[src/rtl/dccl_pkg.sv]
// Shared types and constants for the daisy chain cell link master.
// No dependencies.
package dccl_pkg;

   localparam logic [2:0] MODE_TICK    = 3'd0;
   localparam logic [2:0] MODE_RX      = 3'd1;
   localparam logic [2:0] MODE_READ    = 3'd2;
   localparam logic [2:0] MODE_WRITE   = 3'd3;
   localparam logic [2:0] MODE_CONNECT = 3'd4;

   localparam logic [2:0] KIND_TX       = 3'd0;
   localparam logic [2:0] KIND_CONN     = 3'd1;
   localparam logic [2:0] KIND_CELL     = 3'd2;
   localparam logic [2:0] KIND_DISC     = 3'd3;
   localparam logic [2:0] KIND_DROP     = 3'd4;
   localparam logic [2:0] KIND_REJECT   = 3'd5;

   localparam logic [1:0] ERR_NONE    = 2'd0;
   localparam logic [1:0] ERR_TIMEOUT = 2'd1;
   localparam logic [1:0] ERR_CRC     = 2'd2;
   localparam logic [1:0] ERR_NORESP  = 2'd3;

   localparam logic       CSR_TIMEOUT  = 1'b0;
   localparam logic       CSR_ADDR_REG = 1'b1;

   localparam logic [7:0] CRC_POLY = 8'h07;

   // One result item.
   typedef struct packed {
      logic [1:0]  error_code;
      logic [6:0]  cells_found;
      logic [15:0] cell_voltage;
      logic [6:0]  cell_number;
      logic [7:0]  tx_byte;
      logic [2:0]  kind;
   } result_type;

   // Request queue entry.
   typedef struct packed {
      logic [7:0]  id;
      logic [6:0]  addr;
      logic [6:0]  register_num;
      logic        wr;
      logic [15:0] value;
   } entry_type;

endpackage

[src/rtl/dccl_crc.sv]
// Bit-serial CRC-8 (poly 0x07) unit, one bit per cycle.
// Depends on dccl_pkg.
module dccl_crc
   import dccl_pkg::*;
(
   input  logic       clock,
   input  logic       reset,
   input  logic       start,     // load crc ^ data and run eight steps
   input  logic [7:0] crc_init,
   input  logic [7:0] data,
   output logic       busy,
   output logic [7:0] crc_out
);
   logic [7:0] d_ff, d_in;
   logic [3:0] cnt_ff, cnt_in;

   always_comb begin
      d_in   = d_ff;
      cnt_in = cnt_ff;
      if (start) begin
         d_in   = crc_init ^ data;
         cnt_in = 4'd8;
      end else if (cnt_ff != 4'd0) begin
         d_in   = d_ff[7] ? ({d_ff[6:0], 1'b0} ^ CRC_POLY) : {d_ff[6:0], 1'b0};
         cnt_in = cnt_ff - 4'd1;
      end
   end

   always_ff @(posedge clock) begin
      if (reset) begin
         cnt_ff <= 4'd0;
      end else begin
         cnt_ff <= cnt_in;
      end
      d_ff <= d_in;
   end

   assign busy    = (cnt_ff != 4'd0);
   assign crc_out = d_ff;
endmodule

[src/rtl/daisy_chain_cell_link_master.sv]
// Daisy chain cell link master: after an item is accepted, req_tready stays low
// while it runs through the execute and send states for a tick, an ignored byte
// or a queued request with nothing to send. A byte gathered into a reply also
// passes through the bit-serial CRC-8 unit. A disconnect first clears the voltage
// table, one entry per cycle. Sending a request reads the queue once and runs the
// CRC over five bytes in the same unit; the six transmit bytes then go out. A
// result that comes before a send goes out first. A low rsp_tready stalls each
// output. Each result is held in an output register until taken, and tlast marks
// the final result of an item.
// Depends on dccl_pkg and dccl_crc.
module daisy_chain_cell_link_master
   import dccl_pkg::*;
#(
   parameter int CELL_SLOTS  = 16,
   parameter int QUEUE_DEPTH = 32
) (
   input  logic        clock,
   input  logic        reset,
   input  logic        req_tvalid,
   output logic        req_tready,
   // tuser from bit 0: mode[2:0]
   input  logic [2:0]  req_tuser,
   // tdata from bit 0: rx_byte[7:0], target_cell[14:8], target_register[21:15],
   // write_value[37:22], zero fill to 40 bits
   input  logic [39:0] req_tdata,
   output logic        rsp_tvalid,
   input  logic        rsp_tready,
   // tuser from bit 0: kind[2:0]
   output logic [2:0]  rsp_tuser,
   // tdata from bit 0: tx_byte[7:0], cell_number[14:8], cell_voltage[30:15],
   // cells_found[37:31], error_code[39:38]
   output logic [39:0] rsp_tdata,
   output logic        rsp_tlast,
   input  logic        csr_we,
   input  logic        csr_index,
   input  logic [15:0] csr_wdata
);
   localparam int QW = (QUEUE_DEPTH > 1) ? $clog2(QUEUE_DEPTH) : 1;
   localparam int CW = $clog2(QUEUE_DEPTH + 1);
   localparam int SW = (CELL_SLOTS > 1) ? $clog2(CELL_SLOTS) : 1;

   localparam logic [3:0] ST_IDLE  = 4'd0;
   localparam logic [3:0] ST_EXEC  = 4'd1;
   localparam logic [3:0] ST_RXCRC = 4'd2;
   localparam logic [3:0] ST_OUT   = 4'd3;
   localparam logic [3:0] ST_CLEAR = 4'd4;
   localparam logic [3:0] ST_SEND  = 4'd5;
   localparam logic [3:0] ST_RDQ   = 4'd6;
   localparam logic [3:0] ST_TXCRC = 4'd7;
   localparam logic [3:0] ST_TXOUT = 4'd8;

   logic [3:0]  state_ff, state_in;
   logic [15:0] timeout_ff, timeout_in;
   logic [6:0]  addr_reg_ff, addr_reg_in;

   logic [2:0]  mode_ff, mode_in;
   logic [7:0]  rx_ff, rx_in;
   logic [6:0]  cell_ff, cell_in;
   logic [6:0]  treg_ff, treg_in;
   logic [15:0] wval_ff, wval_in;

   entry_type   fifo_mem [QUEUE_DEPTH];
   entry_type   rd_ff;
   logic        fifo_we;
   entry_type   fifo_wd;
   logic [QW-1:0] fifo_wa;
   logic [QW:0]   wa_sum;
   logic [QW-1:0] head_ff, head_in;
   logic [CW-1:0] count_ff, count_in;

   logic [15:0] volt_mem [CELL_SLOTS];
   logic        volt_we;
   logic [SW-1:0] volt_wa;
   logic [15:0] volt_wd;

   logic [7:0]  rb_ff [5];
   logic [7:0]  rb_in [5];
   logic [2:0]  rcnt_ff, rcnt_in;
   logic [7:0]  rcrc_ff, rcrc_in;
   logic        await_ff, await_in;
   logic [15:0] elapsed_ff, elapsed_in;
   logic        up_ff, up_in;
   logic        conn_ff, conn_in;
   logic [6:0]  known_ff, known_in;
   logic [7:0]  pid_ff, pid_in;

   result_type  res_ff, res_in;
   logic        res_last_ff, res_last_in;
   logic        pend_ff, pend_in;   // a result of this item waits to go out
   logic [3:0]  ret_ff, ret_in;     // state after the output is taken
   logic [SW-1:0] clr_ff, clr_in;
   logic [7:0]  pk_ff [6];
   logic [7:0]  pk_in [6];
   logic [2:0]  bi_ff, bi_in;

   logic        crc_start;
   logic [7:0]  crc_init, crc_data, crc_out;
   logic        crc_busy;

   dccl_crc u_crc (
      .clock    (clock),
      .reset    (reset),
      .start    (crc_start),
      .crc_init (crc_init),
      .data     (crc_data),
      .busy     (crc_busy),
      .crc_out  (crc_out)
   );

   function automatic result_type mk(input logic [2:0] k, input logic [1:0] e);
      result_type r;
      r = '0;
      r.kind = k;
      r.error_code = e;
      return r;
   endfunction

   logic [6:0]  rep_addr;
   logic        rep_req;
   logic [15:0] rep_val;
   logic [15:0] elapsed_inc;

   assign rep_addr = rb_ff[1][7:1];
   assign rep_req  = rb_ff[1][0];
   assign rep_val  = {rb_ff[3], rb_ff[4]};
   assign elapsed_inc = (elapsed_ff == 16'hFFFF) ? elapsed_ff : elapsed_ff + 16'd1;

   // tail slot, wrapped at the queue depth
   assign wa_sum  = {1'b0, head_ff} + {1'b0, count_ff[QW-1:0]};
   assign fifo_wa = (wa_sum >= (QW+1)'(QUEUE_DEPTH)) ?
                    QW'(wa_sum - (QW+1)'(QUEUE_DEPTH)) : wa_sum[QW-1:0];

   always_comb begin
      state_in    = state_ff;
      timeout_in  = timeout_ff;
      addr_reg_in = addr_reg_ff;
      mode_in = mode_ff; rx_in = rx_ff; cell_in = cell_ff;
      treg_in = treg_ff; wval_in = wval_ff;
      head_in = head_ff; count_in = count_ff;
      rb_in = rb_ff; rcnt_in = rcnt_ff; rcrc_in = rcrc_ff;
      await_in = await_ff; elapsed_in = elapsed_ff;
      up_in = up_ff; conn_in = conn_ff; known_in = known_ff; pid_in = pid_ff;
      res_in = res_ff; res_last_in = res_last_ff;
      pend_in = pend_ff; ret_in = ret_ff; clr_in = clr_ff;
      pk_in = pk_ff; bi_in = bi_ff;
      fifo_we = 1'b0;
      fifo_wd = '0;
      volt_we = 1'b0;
      volt_wa = '0;
      volt_wd = '0;
      crc_start = 1'b0;
      crc_init = 8'h00;
      crc_data = 8'h00;

      if (csr_we) begin
         unique case (csr_index)
            CSR_TIMEOUT:  timeout_in  = csr_wdata;
            CSR_ADDR_REG: addr_reg_in = csr_wdata[6:0];
            default: ;
         endcase
      end

      unique case (state_ff)
         ST_IDLE: begin
            if (req_tvalid) begin
               mode_in = req_tuser;
               rx_in   = req_tdata[7:0];
               cell_in = req_tdata[14:8];
               treg_in = req_tdata[21:15];
               wval_in = req_tdata[37:22];
               pend_in = 1'b0;
               state_in = ST_EXEC;
            end
         end
         ST_EXEC: begin
            state_in = ST_SEND;
            priority case (mode_ff)
               MODE_TICK: begin
                  if (await_ff) begin
                     elapsed_in = elapsed_inc;
                     if (elapsed_inc > timeout_ff) begin
                        up_in = 1'b0; conn_in = 1'b0; await_in = 1'b0;
                        elapsed_in = '0; head_in = '0; count_in = '0;
                        rcnt_in = '0; rcrc_in = '0;
                        res_in = mk(KIND_DISC, ERR_TIMEOUT);
                        pend_in = 1'b1;
                        clr_in = '0;
                        state_in = ST_CLEAR;
                     end
                  end
               end
               MODE_RX: begin
                  if (await_ff) begin
                     if (rcnt_ff < 3'd5) begin
                        rb_in[rcnt_ff] = rx_ff;
                        crc_start = 1'b1;
                        crc_init = rcrc_ff;
                        crc_data = rx_ff;
                        rcnt_in = rcnt_ff + 3'd1;
                        state_in = ST_RXCRC;
                     end else if (rx_ff != rcrc_ff) begin
                        rcnt_in = '0; rcrc_in = '0;
                        res_in = mk(KIND_REJECT, ERR_CRC);
                        pend_in = 1'b1;
                     end else begin
                        rcnt_in = '0; rcrc_in = '0;
                        await_in = 1'b0; elapsed_in = '0;
                        pend_in = 1'b1;
                        if (rep_addr == 7'd0) begin
                           if (!rep_req) begin
                              res_in = mk(KIND_REJECT, ERR_NORESP);
                           end else begin
                              up_in = 1'b1; conn_in = 1'b0;
                              if (rep_val == 16'd0) known_in = 7'd0;
                              else if (rep_val - 16'd1 > 16'd127) known_in = 7'd127;
                              else known_in = rep_val[6:0] - 7'd1;
                              res_in = mk(KIND_CONN, ERR_NONE);
                              res_in.cells_found = known_in;
                           end
                        end else if (rep_req) begin
                           res_in = mk(KIND_REJECT, ERR_NORESP);
                        end else begin
                           if ({1'b0, rep_addr} - 8'd1 < 8'(CELL_SLOTS)) begin
                              volt_we = 1'b1;
                              volt_wa = SW'(rep_addr - 7'd1);
                              volt_wd = rep_val;
                           end
                           res_in = mk(KIND_CELL, ERR_NONE);
                           res_in.cell_number = rep_addr;
                           res_in.cell_voltage = rep_val;
                        end
                     end
                  end
               end
               MODE_READ, MODE_WRITE, MODE_CONNECT: begin
                  pid_in = pid_ff + 8'd1;
                  fifo_wd.id = pid_ff;
                  if (mode_ff == MODE_CONNECT) begin
                     conn_in = 1'b1;
                     fifo_wd.addr = 7'd0;
                     fifo_wd.register_num = addr_reg_ff;
                     fifo_wd.wr = 1'b1;
                     fifo_wd.value = 16'd1;
                  end else begin
                     fifo_wd.addr = cell_ff;
                     fifo_wd.register_num = treg_ff;
                     fifo_wd.wr = (mode_ff == MODE_WRITE);
                     fifo_wd.value = (mode_ff == MODE_WRITE) ? wval_ff : 16'd0;
                  end
                  if (count_ff >= CW'(QUEUE_DEPTH)) begin
                     res_in = mk(KIND_DROP, ERR_NONE);
                     pend_in = 1'b1;
                  end else begin
                     fifo_we = 1'b1;
                     count_in = count_ff + 1'b1;
                  end
               end
               default: ;
            endcase
         end
         ST_RXCRC: begin
            if (!crc_busy) begin
               rcrc_in = crc_out;
               state_in = ST_SEND;
            end
         end
         ST_CLEAR: begin
            volt_we = 1'b1;
            volt_wa = clr_ff;
            volt_wd = '0;
            clr_in = clr_ff + 1'b1;
            if (32'(clr_ff) == CELL_SLOTS - 1) state_in = ST_SEND;
         end
         ST_SEND: begin
            // hold the pending result until we know whether more follows
            if (!await_ff && count_ff != '0) begin
               if (pend_ff) begin
                  res_last_in = 1'b0;
                  ret_in = ST_RDQ;
                  state_in = ST_OUT;
               end else begin
                  state_in = ST_RDQ;
               end
            end else if (pend_ff) begin
               res_last_in = 1'b1;
               ret_in = ST_IDLE;
               state_in = ST_OUT;
            end else begin
               state_in = ST_IDLE;
            end
         end
         ST_OUT: begin
            if (rsp_tready) begin
               pend_in = 1'b0;
               state_in = ret_ff;
            end
         end
         ST_RDQ: begin
            pk_in[0] = rd_ff.id;
            pk_in[1] = {rd_ff.addr, 1'b1};
            pk_in[2] = {rd_ff.register_num, rd_ff.wr};
            pk_in[3] = rd_ff.value[15:8];
            pk_in[4] = rd_ff.value[7:0];
            head_in = (head_ff == QW'(QUEUE_DEPTH - 1)) ? '0 : head_ff + 1'b1;
            count_in = count_ff - 1'b1;
            await_in = 1'b1; elapsed_in = '0; rcnt_in = '0; rcrc_in = '0;
            bi_in = '0;
            crc_start = 1'b1;
            crc_init = 8'h00;
            crc_data = rd_ff.id;
            state_in = ST_TXCRC;
         end
         ST_TXCRC: begin
            if (!crc_busy && !crc_start) begin
               if (bi_ff == 3'd4) begin
                  pk_in[5] = crc_out;
                  bi_in = '0;
                  res_in = mk(KIND_TX, ERR_NONE);
                  res_in.tx_byte = pk_ff[0];
                  res_last_in = 1'b0;
                  state_in = ST_TXOUT;
               end else begin
                  bi_in = bi_ff + 3'd1;
                  crc_start = 1'b1;
                  crc_init = crc_out;
                  crc_data = pk_ff[bi_ff + 3'd1];
               end
            end
         end
         ST_TXOUT: begin
            if (rsp_tready) begin
               if (bi_ff == 3'd5) begin
                  state_in = ST_IDLE;
               end else begin
                  bi_in = bi_ff + 3'd1;
                  res_in.tx_byte = pk_ff[bi_ff + 3'd1];
                  res_last_in = (bi_ff == 3'd4);
               end
            end
         end
         default: state_in = ST_IDLE;
      endcase
   end

   always_ff @(posedge clock) begin
      if (reset) begin
         state_ff <= ST_IDLE;
         timeout_ff <= 16'd100;
         addr_reg_ff <= '0;
         head_ff <= '0; count_ff <= '0;
         rcnt_ff <= '0; rcrc_ff <= '0;
         await_ff <= 1'b0; elapsed_ff <= '0;
         up_ff <= 1'b0; conn_ff <= 1'b0; known_ff <= '0; pid_ff <= '0;
         pend_ff <= 1'b0; ret_ff <= ST_IDLE;
         clr_ff <= '0; bi_ff <= '0;
      end else begin
         state_ff <= state_in;
         timeout_ff <= timeout_in;
         addr_reg_ff <= addr_reg_in;
         head_ff <= head_in; count_ff <= count_in;
         rcnt_ff <= rcnt_in; rcrc_ff <= rcrc_in;
         await_ff <= await_in; elapsed_ff <= elapsed_in;
         up_ff <= up_in; conn_ff <= conn_in; known_ff <= known_in; pid_ff <= pid_in;
         pend_ff <= pend_in; ret_ff <= ret_in;
         clr_ff <= clr_in; bi_ff <= bi_in;
      end
      mode_ff <= mode_in; rx_ff <= rx_in; cell_ff <= cell_in;
      treg_ff <= treg_in; wval_ff <= wval_in;
      rb_ff <= rb_in; res_ff <= res_in; res_last_ff <= res_last_in;
      pk_ff <= pk_in;
   end

   // queue memory, registered read at the head
   always_ff @(posedge clock) begin
      if (fifo_we) fifo_mem[fifo_wa] <= fifo_wd;
      rd_ff <= fifo_mem[head_ff];
   end

   // voltage table is write-only storage here; it has no read port on the link
   always_ff @(posedge clock) begin
      if (volt_we) volt_mem[volt_wa] <= volt_wd;
   end

   assign req_tready = (state_ff == ST_IDLE);
   assign rsp_tvalid = (state_ff == ST_OUT) || (state_ff == ST_TXOUT);
   assign rsp_tuser  = res_ff.kind;
   assign rsp_tdata  = {res_ff.error_code, res_ff.cells_found, res_ff.cell_voltage,
                        res_ff.cell_number, res_ff.tx_byte};
   assign rsp_tlast  = res_last_ff;
endmodule
[config.mk]
export PLATFORM = sky130hd
export DESIGN_NAME = daisy_chain_cell_link_master
export DESIGN_NICKNAME = d
export VERILOG_FILES = /design/src/rtl/dccl_pkg.sv /design/src/rtl/dccl_crc.sv /design/src/rtl/daisy_chain_cell_link_master.sv
export SDC_FILE = /design/constraint.sdc
export NUM_CORES = 2
export LEC_CHECK = 0
export ABC_CLOCK_PERIOD_IN_PS = 6800
export BUFFER_PORTS_ARGS = -buffer_cell sky130_fd_sc_hd__buf_2
export CORE_ASPECT_RATIO = 0.7
export CORE_UTILIZATION = 50
export DETAILED_ROUTE_END_ITERATION = 10
export GPL_TIMING_DRIVEN = 0
export PLACE_DENSITY = 0.63
export SLEW_MARGIN = 20
export SYNTH_ARGS = -nofsm -noshare
export SYNTH_HDL_FRONTEND = slang
export SYNTH_SLANG_ARGS = --single-unit
[constraint.sdc]
create_clock -name clock -period 6.8 [get_ports clock]
set_input_delay 0.34 -clock clock [delete_from_list [all_inputs] [get_ports clock]]
set_output_delay 0.34 -clock clock [all_outputs]
set_load 0.01 [all_outputs]
# Word-level counts from Yosys, hierarchy flattened
# Memories as Yosys holds them, arrays and structs flattened. A register that Yosys moved wholly into a read port is not among the register bits.
# Cells that the tools add are included.
# op_classes
bitwise_logic	6
n_reduce_logical	41
add_sub_neg	13
n_mux	141
n_lt_le_gt_ge	8
eq_ne	41
# ops
cell	n
2-to-1 mux 43 bit	11
2-to-1 mux 8 bit	21
one-hot mux 43 bit (3 select lines)	1
2-to-1 mux 16 bit	7
2-to-1 mux 39 bit	2
one-hot mux 8 bit (3 select lines)	3
2-to-1 mux 4 bit	17
one-hot mux 16 bit (2 select lines)	2
one-hot mux 32 bit (2 select lines)	1
bitwise mux 40 bit	1
2-to-1 mux 3 bit	12
one-hot mux 4 bit (9 select lines)	1
one-hot mux 8 bit (2 select lines)	2
2-to-1 mux 1 bit	31
2-to-1 mux 31 bit	1
2-to-1 mux 5 bit	5
binary-select mux 8 bit (select 3 bit)	1
demux 8 bit (select 3 bit)	1
inequality test 2 bit (second input constant)	12
one-hot mux 3 bit (2 select lines)	4
one-hot mux 6 bit (2 select lines)	2
inequality test 3 bit (second input constant)	7
2-to-1 mux 6 bit	3
AND reduction 6 bit	3
other kinds (62)	99
# word_totals
out_inout_bits	46
inputBits	65
n_memories	1
ram_bits	1248
regBits	270
wordCells	291
# mem_list
name	words	width	rd	rd_clocked_by_memory_dff	wr	line_no	source
fifo_mem	32	39	1	1	1	daisy_chain_cell_link_master.sv:62	entry_type fifo_mem [QUEUE_DEPTH];

# Depth between registers and ports, before layout
# depth
word_depth	11
ltp_mapped	17
mapped_depth_nobuf	14

# Modules after synthesis
# Synthesis repeated with hierarchy kept, for this count alone.
# unflattened
hier_cells	2997
area_unflattened_um2	60156.4
# modules_own_cells
module	n_inst	area_per_inst_um2	cells_per_inst	seq_area_each_um2
daisy_chain_cell_link_master	1	59537.1	2939	44602.8
dccl_crc	1	619.3	58	320.3

# Worst setup path after synthesis
# Ideal clock, no wire load.
# synth_timing
kind	register -> register
startpoint	reg elapsed_ff[5]
endpoint	reg res_ff, in the netlist rsp_tdata[10], enable pin
setup_ns	0.492
path_stages_with_launch	13
n_path_buf	1
setup_slack_ns	0.469
arrival_ns	5.839
cell_sequence	dfxtp_1 and3_1 and3_1 clkbuf_1 nand3_1 nor2_1 mux2_2 ha_1 nand4_1 or4_4 o211ai_2 nand2_1 a311oi_1
# synth_between
elab_chain_len	5
elab_cells_between_ends	6
classes_between	add/sub: 1; order compare: 1; eq/ne: 2; mux: 1; reduce/logical: 1
# synth_rtl
element	line_no	source
start, declared	daisy_chain_cell_link_master.sv:81	logic [15:0] elapsed_ff, elapsed_in;
start signal, assigned	daisy_chain_cell_link_master.sv:362	await_ff <= await_in; elapsed_ff <= elapsed_in;
adder 16 x 1 -> 16 bit or equality test 16 bit (tied branches)	daisy_chain_cell_link_master.sv:126	assign elapsed_inc = (elapsed_ff == 16'hFFFF) ? elapsed_ff : elapsed_ff + 16'd1;
2-to-1 mux 16 bit *	daisy_chain_cell_link_master.sv:126	
> comparator 16 bit *	daisy_chain_cell_link_master.sv:181	if (elapsed_inc > timeout_ff) begin
inequality test 3 bit (no source line) *	-	
AND reduction 9 bit (no source line) *	-	
end signal, assigned	daisy_chain_cell_link_master.sv:369	rb_ff <= rb_in; res_ff <= res_in; res_last_ff <= res_last_in;
end, declared	daisy_chain_cell_link_master.sv:87	result_type res_ff, res_in;
# Mark *: on every way between the ends. The rest lies on a longest branch, timed or not.
# A chain may end at the register's enable or synchronous reset.

# Worst setup path in the final report
# layout_timing
startpoint	reg mode_ff[0]
endpoint	mem fifo_mem[3][10] (netlist name), enable pin
# layout_between
elab_chain_len	6
elab_cells_between_ends	8
classes_between	eq/ne: 3; mux: 4; reduce/logical: 1
# layout_rtl
element	line_no	source
start, declared	daisy_chain_cell_link_master.sv:56	logic [2:0] mode_ff, mode_in;
start signal, assigned	daisy_chain_cell_link_master.sv:367	mode_ff <= mode_in; rx_ff <= rx_in; cell_ff <= cell_in;
equality test 3 bit or equality test 3 x 2 -> 1 bit (tied branches)	daisy_chain_cell_link_master.sv:177	priority case (mode_ff)
OR reduction 3 bit *	-	
2-to-1 mux 1 bit *	daisy_chain_cell_link_master.sv:177	
2-to-1 mux 1 bit *	daisy_chain_cell_link_master.sv:163	unique case (state_ff)
2-to-1 mux 1 bit *	daisy_chain_cell_link_master.sv:375	if (fifo_we) fifo_mem[fifo_wa] <= fifo_wd;
2-to-1 mux 1 bit (implied by the code) *	daisy_chain_cell_link_master.sv:375	
end, declared	daisy_chain_cell_link_master.sv:62	
# Marked as above.

==> run summary <==
Final TNS setup -> 0 ns
overall routing resource usage -> 26.47%
synth-to-layout area growth -> 16.14%
sequential area share after synthesis -> 74.95%
Initial Util -> 50.80%
crit path DAT -> 5.43 ns
crit path cell chain -> clkbuf_1 -> nor3b_2 -> or2_0 -> clkbuf_1 -> nand2_1 -> nor2_1 -> nand3_1 -> nor2_4 -> buf_12 -> buf_12
CTS sink cnt -> 1,538
Placer Congestion -> 0.8888
row cnt -> 105
vias after detailed routing -> 32,012
required time of the critical path -> 7.24 ns
final WL -> 159,000 um
worst hold path stage count -> 3
largest net degree at the start of global routing -> 34
largest family of logic cells by synthesized area -> multiplexers
Synth warnings -> 0
Hold Path Class -> in -> reg
Die Wd -> 415.8 um
endpoints failing setup -> 0
cell depth of the worst setup path -> 10
Worst R2R Path Depth -> 10
Slew @ Worst Pin -> 1.147 ns
Max Cap Viol -> 0
Synth Area in Simple Gates -> 3.624%
number of post-CTS setup repair buffers -> 0
chip height -> 291.7 um
placed insts -> 4,704
Die ar. -> 121,300 um^2
slowest stage cell, crit path -> nor3b_2
CP startpoint kind -> flop
Yosys reg bits -> 1,538
post-synthesis adder-cell area fraction -> 0.8058%
RSZ-0062 raised after global routing -> false
crit path kind -> reg -> reg
min Tclk post-route -> 4.984 ns
compound-gate portion of the synthesized area -> 2.822%
PwrDens -> 295.3 nW/um^2
Setup Skew -> 0.02577 ns
CTS tree -> yes
mean routed wirelength per cell -> 31.69 um
fraction of registers with async set or reset after synthesis -> 0%
Final Max Slew Viols -> 0
Fin. Hold Viols -> 0
Setup crit end kind -> flop
Reg clk slew, reported paths -> 0.07 ns
Post-Synthesis Cells -> 2,962
worst stage delay on the critical path -> 0.82 ns
I/O pin total -> 111
synth unique cells -> 77
vias in the first global route -> 31,810
VDD IR max -> 0.0002672 V
Worst-Skew Late Latency -> 0.77 ns
Relative slew margins -> 23.53%
FMAX -> 200.6 MHz
Buf/Inv on CP -> 4
PortBufs -> 106
hpwl dp -> 108,300 um
area of the core -> 118,000 um^2
TritonCTS Buffers -> 143
Avg Cell Area, Syn -> 20.23 um^2
n_diodes -> 0
xor and xnor area share after synthesis -> 0.6576%
layout net count -> 3,463
status -> finished clean
initial DRC count -> 4,540
ys flop type -> edfxtp_1
initial antenna violation count -> 10
EDFF count, synth -> 1,412
H-tree Lvls -> 4
grt total ovfl -> 0
first-pass GRT wire length -> 226,500 um
hold buffers post-CTS -> 61
residual DRC count -> 0
final std cells w/o fill -> 5,018
leak pwr -> 22.48 nW
syn nets -> 3,065
vias per inst -> 6.379
CP max FO -> 15
layout cells sized above 1 -> 27.20%
Resize count post-CTS -> 0
drt pass-1 iters -> 8
Final period util -> 73.30%
delay-heaviest family, CP -> simple AND/OR/NAND/NOR gates
root buf cell -> clkbuf_16
number of fill cells -> 8,467
synthesized cell area -> 59,930 um^2
clock buffer depth -> 3
post-synthesis mux area share -> 15.92%
DRT antenna net count -> 0
flip-flops by register name, summed over array words and instances (netlist names), 16 cells and up:
name,flops
wval_ff,16
rb_ff,24
pk_ff,47
timeout_ff,16
fifo_mem,1248
rd_ff,39
rsp_tdata,40
elapsed_ff,16
where the power goes:
group | switching, W | internal [W] | total, W
Clock | 0.00343 | 0.00431 | 0.00774
Sequential | 0.000196 | 0.0108 | 0.0110
Combinational | 0.00120 | 0.000655 | 0.00186
Total | 0.00483 | 0.0157 | 0.0206
worst reg2reg max path: cells and delay by family, from the launching register on:
family | cells | cell delay (ns)
and+or+nand+nor | 6 | 3.26
buffers and inverters | 4 | 1.04
DFF | 1 | 0.37
cell usage after synthesis, types with 24 or more instances:
cell type	number	area, um^2
edfxtp_1	1412	42400
mux4_2	397	8941
dfxtp_1	126	2522
nand2_1	125	469.2
clkbuf_1	105	394.1
nor2_1	105	394.1
a21oi_1	104	520.5
and3_1	46	287.8
nand3_1	43	215.2
mux2_2	41	461.7
o21ai_0	41	205.2
ha_1	37	462.9
inv_1	35	131.4
xnor2_1	29	254.0
a31oi_1	26	162.7
and2_1	26	162.7
nor3_1	24	120.1
cell usage in the layout, fill, tap and decap left out, drive strengths merged, types with 4 or more instances in the layout:
master / netlist / final
nand2: 125 / 125
buf: 42 / 231
clkbuf: 105 / 293
inv: 35 / 39
a41oi: 5 / 5
o21ai: 46 / 46
nor4: 11 / 11
a31oi: 26 / 26
nor3: 25 / 25
ha: 37 / 37
a21oi: 104 / 104
o21a: 4 / 4
or3: 10 / 10
nor3b: 4 / 4
edfxtp: 1412 / 1412
bufinv: 0 / 7
nor2: 105 / 105
nand2b: 6 / 6
xor2: 16 / 16
nand3: 43 / 43
xnor2: 29 / 29
o31ai: 4 / 4
a22o: 21 / 21
mux2i: 14 / 14
a311oi: 5 / 5
o211ai: 4 / 4
a211oi: 4 / 4
mux2: 41 / 41
a21o: 5 / 5
nand3b: 6 / 6
clkinv: 0 / 53
dlygate4sd3: 0 / 61
nand4: 11 / 11
nor2b: 7 / 7
and3: 46 / 46
and2: 27 / 27
a221oi: 6 / 6
a211o: 6 / 6
dfxtp: 126 / 126
mux4: 397 / 397
per-stage QoR:
step | setup slack, ns | utilization, % | hold WS (ns) | area [um^2] | power, W
5_1_grt | 1.529 | 59.00 | 0.1326 | 69600 | 0.02116
4_1_cts | 1.923 | 58.96 | 0.08623 | 69560 | 0.02062
3_5_place_dp | 1.946 | 54.69 | 0.3906 | 64530 | 0.01297
6_report | 1.816 | 59.00 | 0.1597 | 69600 | 0.02056
2_1_floorplan | 0.4691 | - | 0.3855 | 59930 | 0.01217
3_3_place_gp | -1.041 | 52.90 | 0.3928 | 62400 | 0.01281
cell type report:
cell class	instances	area (um^2)	area share, %
sequential	1538	44920	64.54
multi-input combinational	1242	14660	21.06
clock buffer	185	3894	5.594
timing repair buffer	253	2912	4.183
tap	1551	1941	2.788
buffer	147	621.8	0.8934
clock inverter	67	526.8	0.7568
inverter	35	131.4	0.1887
cell families after synthesis:
| logic type | count (synthesis) |
|---|---|
| DFF | 1538 |
| muxes | 452 |
| and+or+nand+nor | 442 |
| AOI/OAI and AO/OA | 265 |
| buffers and inverters | 182 |
| xor gates and xnor gates | 45 |
| adders and majority gates | 38 |
routing by layer:
metal  GRT usage (%)  share of wire, %
met5               0            0.0044
met4           8.946               3.0
met3           5.710                10
met2           38.49                45
met1           39.97                42
path summary, 6_finish.rpt:
| kind | start | to | slack, ns |
|---|---|---|---|
| hold reg to reg | rd_ff[6] | pk_ff[14] | 0.40 |
| setup / recovery | mode_ff[0] | fifo_mem[3][10] | 1.82 |
| setup reg to reg | mode_ff[0] | fifo_mem[3][10] | 1.82 |
| hold / removal | reset | rcnt_ff[2] | 0.16 |
Power figures use the tool's default switching activity.
